## src/vrst_pkg.sv

```systemverilog
// shared types and constants for the voxel ray segment traversal unit
`timescale 1ns / 1ps
`default_nettype none
package vrst_pkg;

    localparam int CFG_IDX_W  = 3;
    localparam int CFG_DATA_W = 32;

    localparam logic [CFG_IDX_W-1:0] REG_MIN_X    = 3'd0;
    localparam logic [CFG_IDX_W-1:0] REG_MIN_Y    = 3'd1;
    localparam logic [CFG_IDX_W-1:0] REG_MIN_Z    = 3'd2;
    localparam logic [CFG_IDX_W-1:0] REG_INV_SIZE = 3'd3;
    localparam logic [CFG_IDX_W-1:0] REG_GRID_DIM = 3'd4;

    localparam int DEF_MAX_STEPS    = 64;
    localparam int DEF_GRID_MAX_DIM = 1024;

    localparam logic [31:0] T_INF   = 32'hFFFF_FFFF;
    localparam logic [31:0] T_LIMIT = 32'd1073742898;
    localparam logic [47:0] G_MAX   = 48'h3FFF_FFFF_FFFF;
    localparam logic [48:0] G_NEG_MAX = 49'h4000_0000_0000;

    localparam int DIV_BITS = 32;

    localparam logic [1:0] SGN_ZERO = 2'd0;
    localparam logic [1:0] SGN_POS  = 2'd1;
    localparam logic [1:0] SGN_NEG  = 2'd2;

    typedef struct packed {
        logic       cap;
        logic       conv_sub;
        logic       conv_mul;
        logic       conv_fin;
        logic [2:0] conv_idx;
        logic       prep;
        logic       div_start;
        logic       div_iter;
        logic       div_wr;
        logic       div_sel;
        logic [1:0] axis;
        logic       walk;
    } cmd_t;

    typedef struct packed {
        logic       cfg_null;
        logic [2:0] axis_zero;
        logic       div_sat;
        logic       walk_last;
    } status_t;

endpackage
`default_nettype wire

```

## src/vrst_ctrl.sv

```systemverilog
// sequencing state machine for setup, divisions and cell walk
`timescale 1ns / 1ps
`default_nettype none
module vrst_ctrl
    import vrst_pkg::*;
(
    input  wire logic    clk,
    input  wire logic    rst_n,
    input  wire logic    in_valid,
    output logic         in_ready,
    output logic         out_valid,
    input  wire logic    out_ready,
    input  wire status_t status,
    output cmd_t         cmd
);

    localparam logic [2:0] S_IDLE    = 3'd0;
    localparam logic [2:0] S_CONV_A  = 3'd1;
    localparam logic [2:0] S_CONV_B  = 3'd2;
    localparam logic [2:0] S_CONV_C  = 3'd3;
    localparam logic [2:0] S_PREP    = 3'd4;
    localparam logic [2:0] S_DSEL    = 3'd5;
    localparam logic [2:0] S_DIV_RUN = 3'd6;
    localparam logic [2:0] S_WALK    = 3'd7;

    logic [2:0] state_reg, state_next;
    logic [2:0] k_reg, k_next;
    logic [1:0] axis_reg, axis_next;
    logic       sel_reg, sel_next;
    logic [4:0] dcnt_reg, dcnt_next;
    logic       wr_pend_reg, wr_pend_next;
    logic       ovalid_reg, ovalid_next;
    logic       load;

    assign in_ready  = (state_reg == S_IDLE);
    assign out_valid = ovalid_reg;

    always_comb
    begin
        state_next   = state_reg;
        k_next       = k_reg;
        axis_next    = axis_reg;
        sel_next     = sel_reg;
        dcnt_next    = dcnt_reg;
        wr_pend_next = 1'b0;
        load         = 1'b0;
        cmd          = '0;
        cmd.conv_idx = k_reg;
        cmd.axis     = axis_reg;
        cmd.div_sel  = sel_reg;
        case (state_reg)
            S_IDLE:
            begin
                if (in_valid)
                begin
                    cmd.cap = 1'b1;
                    k_next  = 3'd0;
                    if (!status.cfg_null)
                    begin
                        state_next = S_CONV_A;
                    end
                end
            end
            S_CONV_A:
            begin
                cmd.conv_sub = 1'b1;
                state_next   = S_CONV_B;
            end
            S_CONV_B:
            begin
                cmd.conv_mul = 1'b1;
                state_next   = S_CONV_C;
            end
            S_CONV_C:
            begin
                cmd.conv_fin = 1'b1;
                if (k_reg == 3'd5)
                begin
                    state_next = S_PREP;
                end
                else
                begin
                    k_next     = k_reg + 3'd1;
                    state_next = S_CONV_A;
                end
            end
            S_PREP:
            begin
                cmd.prep   = 1'b1;
                axis_next  = 2'd0;
                sel_next   = 1'b0;
                state_next = S_DSEL;
            end
            S_DSEL:
            begin
                if (status.axis_zero[axis_reg])
                begin
                    if (axis_reg == 2'd2)
                    begin
                        state_next = S_WALK;
                    end
                    else
                    begin
                        axis_next = axis_reg + 2'd1;
                    end
                end
                else
                begin
                    cmd.div_start = 1'b1;
                    dcnt_next     = '0;
                    state_next    = S_DIV_RUN;
                end
            end
            S_DIV_RUN:
            begin
                if (status.div_sat || wr_pend_reg)
                begin
                    cmd.div_wr = 1'b1;
                    if (!sel_reg)
                    begin
                        sel_next   = 1'b1;
                        state_next = S_DSEL;
                    end
                    else
                    begin
                        sel_next = 1'b0;
                        if (axis_reg == 2'd2)
                        begin
                            state_next = S_WALK;
                        end
                        else
                        begin
                            axis_next  = axis_reg + 2'd1;
                            state_next = S_DSEL;
                        end
                    end
                end
                else
                begin
                    cmd.div_iter = 1'b1;
                    dcnt_next    = dcnt_reg + 5'd1;
                    wr_pend_next = (dcnt_reg == 5'(DIV_BITS - 1));
                end
            end
            S_WALK:
            begin
                if (!ovalid_reg || out_ready)
                begin
                    cmd.walk = 1'b1;
                    load     = 1'b1;
                    if (status.walk_last)
                    begin
                        state_next = S_IDLE;
                    end
                end
            end
            default:
            begin
                state_next = S_IDLE;
            end
        endcase
        ovalid_next = load || (ovalid_reg && !out_ready);
    end

    always_ff @(posedge clk or negedge rst_n)
    begin
        if (!rst_n)
        begin
            state_reg   <= S_IDLE;
            k_reg       <= '0;
            axis_reg    <= '0;
            sel_reg     <= 1'b0;
            dcnt_reg    <= '0;
            wr_pend_reg <= 1'b0;
            ovalid_reg  <= 1'b0;
        end
        else
        begin
            state_reg   <= state_next;
            k_reg       <= k_next;
            axis_reg    <= axis_next;
            sel_reg     <= sel_next;
            dcnt_reg    <= dcnt_next;
            wr_pend_reg <= wr_pend_next;
            ovalid_reg  <= ovalid_next;
        end
    end

endmodule
`default_nettype wire

```

## config.mk

```make
export PLATFORM = sky130hd
export DESIGN_NAME = vrst_ctrl
export DESIGN_NICKNAME = d
export VERILOG_FILES = /design/src/vrst_pkg.sv /design/src/vrst_ctrl.sv
export SDC_FILE = /design/constraint.sdc
export NUM_CORES = 1
export LEC_CHECK = 0
export BUFFER_PORTS_ARGS = -buffer_cell sky130_fd_sc_hd__buf_4
export CAP_MARGIN = 20
export CORE_UTILIZATION = 54
export DETAILED_ROUTE_END_ITERATION = 8
export PLACE_DENSITY = 0.83
export SYNTH_ARGS = -nofsm -noshare
export SYNTH_HDL_FRONTEND = slang
export SYNTH_SLANG_ARGS = --single-unit
```

## constraint.sdc

```tcl
create_clock -name clk -period 4.3 [get_ports clk]
set_input_delay 0.645 -clock clk [delete_from_list [all_inputs] [get_ports clk]]
set_output_delay 0.645 -clock clk [all_outputs]
set_load 0.05 [all_outputs]
```

==> results.yml <==
outcome:
  outcome: "completed"
routing:
  vias: 839
  drt_iter0_drc: 12
  drt_wl_total_mm: 2.04
  antenna_left: 0
  wl_per_cell_um: 12.9
  first_pass_iters: 4
  drc: 0
  viasPerCell: 5.31
final_layout:
  nets: 149
  n_antenna_cell: 0
  area_growth_pct: 23.0
  instances_no_fill: 158
  largest_register_ffs: 5
  layout-drive-gt1-share_pct: 29.3
  postLayoutCellArea_um2: 1220
critical_path:
  reg2reg_slack_ns: 2.40
  r2r_end: "state_reg[0]$_DFFE_PN0P_"
  slowest_delay_ns: 0.58
  reg2regPathDepth: 6
  arrival_ns: 1.83
  required_ns: 3.65
  critPathSlowestCell: "dfrtp_1"
  cp_cell_sequence: "nor2b_1 -> nand2_1 -> or2_2 -> inv_1 -> buf_4"
  crit_path_end_kind: "primary output"
  crit_path_start_kind: "flip-flop"
  worstReg2RegStart: "state_reg[0]$_DFFE_PN0P_"
  cp_max_fo: 13
  crit_type: "reg2out"
timing:
  period_share_pct: 57.5
  final.setup_skew_ns: 0.00138
  worst_pin_slew_ns: 0.521
  max_slew_margin_pct: 65.3
  fin_crit_ns: 2.47
  drv_slew: 0
  grt_setup_unrepaired: "false"
  whs_ns: 0.187
  hold_viol_final: 0
  fin_tns_setup_ns: 0
  finalSetupViolCount: 0
  max_freq_mhz: 405
logic_synthesis:
  ys.warnings.count: 0
  syn_avg_cell_area_um2: 9.07
  synth.distinct_cells: 37
  ys_seq_area_share_pct: 40.5
  postSynthCellCount: 109
  ys_ff_latch: 16
  syn_nets: 124
  netlist_area_um2: 988
placed_design:
  gp_congestion: 0.740
  dpl_cell_area_um2: 1180
  port_buffers: 26
  hpwl_mm: 1.46
  dp_cells: 154
pwr:
  power.density_nw_per_um2: 802
  power_leakage_nw: 0.615
  irDropWorstVdd_uv: 509
floorplan:
  die_x_um: 44.8
  fp-row-count: 15
  initial_utilization_pct: 57.2
  fp.dieH_um: 44.8
  io_pins: 27
  die_area_um2: 2010
  coreArea_um2: 1730
clock_tree:
  cts_tree: "yes"
  clockBufferDepth: 2
  cts_buffers: 3
  clock-sinks: 16
  cts_hold_buf: 0
  clkTransAtPathRegs_ns: 0.09
  cts_resized: 0
  cts_setup_buffers: 0
  clock_latency_ns: 0.29
  root_buffer: "clkbuf_4"
  htreeDepth: 1
global_routing:
  grt-ovfl-total: 0
  antenna_found_initial: 0
  grt_pass1_wl_mm: 3.39
  grt_start_max_net_pins: 17
  track_usage_pct: 23.5
  grt_pass1_vias: 789
hold_path:
  min_path_type: "in2async"
flow_run:
  cap_viol_max_count: 0
==> worst max-delay path by stage <==
stage / from / to / slack, ns / cells past startpoint
final: state_reg[0]$_DFFE_PN0P_ / cmd[6] / 1.83 / 5
after global routing: state_reg[0]$_DFFE_PN0P_ / cmd[6] / 1.75 / 5
after CTS: state_reg[0]$_DFFE_PN0P_ / cmd[6] / 1.83 / 5
after detailed placement: status[4] / cmd[6] / 1.98 / 6
after global placement: status[4] / cmd[6] / 2.00 / 6
after floorplan: state_reg[1]$_DFFE_PN0P_ / cmd[14] / 1.79 / 3
==> through the flow <==
step                util, %  setup WS [ns]  power [mW]
floorplan                 -           1.79       0.732
global placement       68.3           2.00       0.851
detailed placement     68.3           1.98       0.871
CTS                    70.4           1.83       0.980
global route           70.4           1.75        1.04
finish                 70.4           1.83       0.975
==> routing by layer <==
metal	global-route usage, %	up-vias	wire (µm)
met2	40.3	26	982
li1	-	422	-
met5	0	-	0
met3	2.40	5	95
met4	10.9	0	40
met1	29.7	386	917
==> cell usage in the layout, fill, tap and decap left out, drive strengths merged, types with 2 or more instances in the layout <==
cell type	netlist	routed
buf	6	26
dfrtp	16	16
nand2	15	15
nor2	8	8
o21ai	8	8
ha	5	5
inv	5	5
nand3	5	5
nand2b	4	4
nand3b	4	4
a21oi	4	4
clkbuf	0	4
nor2b	3	3
nor3	3	3
mux2	3	3
o22ai	2	2
and2	2	2
and3	2	2
xor2	2	2
==> power breakdown <==
group	internal (mW)	switching [mW]	leakage, nW
clock network	0.0517	0.0508	0.0210
logic	0.210	0.362	0.385
registers	0.202	0.0993	0.209
==> synthesized netlist by cell type <==
cell type	instances	area, µm²
a21oi_2	1	8.76
inv_1	4	15.0
and2b_4	1	10.0
or2_2	1	6.26
o2111ai_1	1	8.76
mux2i_1	1	10.0
xor2_1	2	17.5
ha_1	5	62.6
a22o_1	1	8.76
nor3_1	2	10.0
buf_2	4	20.0
nor3b_1	1	7.51
and4b_1	1	10.0
nor3_2	1	10.0
a21oi_1	3	15.0
nand2b_1	4	25.0
buf_4	2	15.0
nor2b_1	3	18.8
dfrtp_1	16	400
nand3_1	4	20.0
and3_1	2	12.5
nand3b_1	4	30.0
and3b_1	1	8.76
o21ai_1	2	10.0
and2_1	2	12.5
o21ai_0	6	30.0
o22ai_1	2	12.5
mux2_1	1	11.3
nand3_4	1	17.5
nand4_1	1	6.26
a211o_2	1	10.0
a21boi_0	1	7.51
nand2_1	15	56.3
mux2_2	2	22.5
a21o_1	1	7.51
nor2_1	8	30.0
inv_2	1	3.75
==> logic make-up (layout without fill, tap and decap cells) <==
logic type,count (synthesis),count (layout),synth area share [%]
DFF,16,16,40.5
AOI/OAI and AO/OA,19,19,12.0
buffers and inverters,11,35,5.44
and+or+nand+nor,52,52,29.5
adders and majority gates,5,5,6.33
xor gates and xnor gates,2,2,1.77
muxes,4,4,4.43
==> layout make-up <==
cell class,instances,area (µm²)
Fill cell,133,510
Timing Repair Buffer,26,195
Clock buffer,4,36.3
Sequential cell,16,400
Multi-Input combinational cell,82,534
Inverter,5,18.8
Tap cell,25,31.3
==> critical path: cells and delay by family (launching register included) <==
| family | cells | cell delay, ns |
|---|---|---|
| flops | 1 | 0.58 |
| simple gates | 3 | 0.61 |
| buf+inv | 2 | 0.34 |
Power figures use the tool's default switching activity.
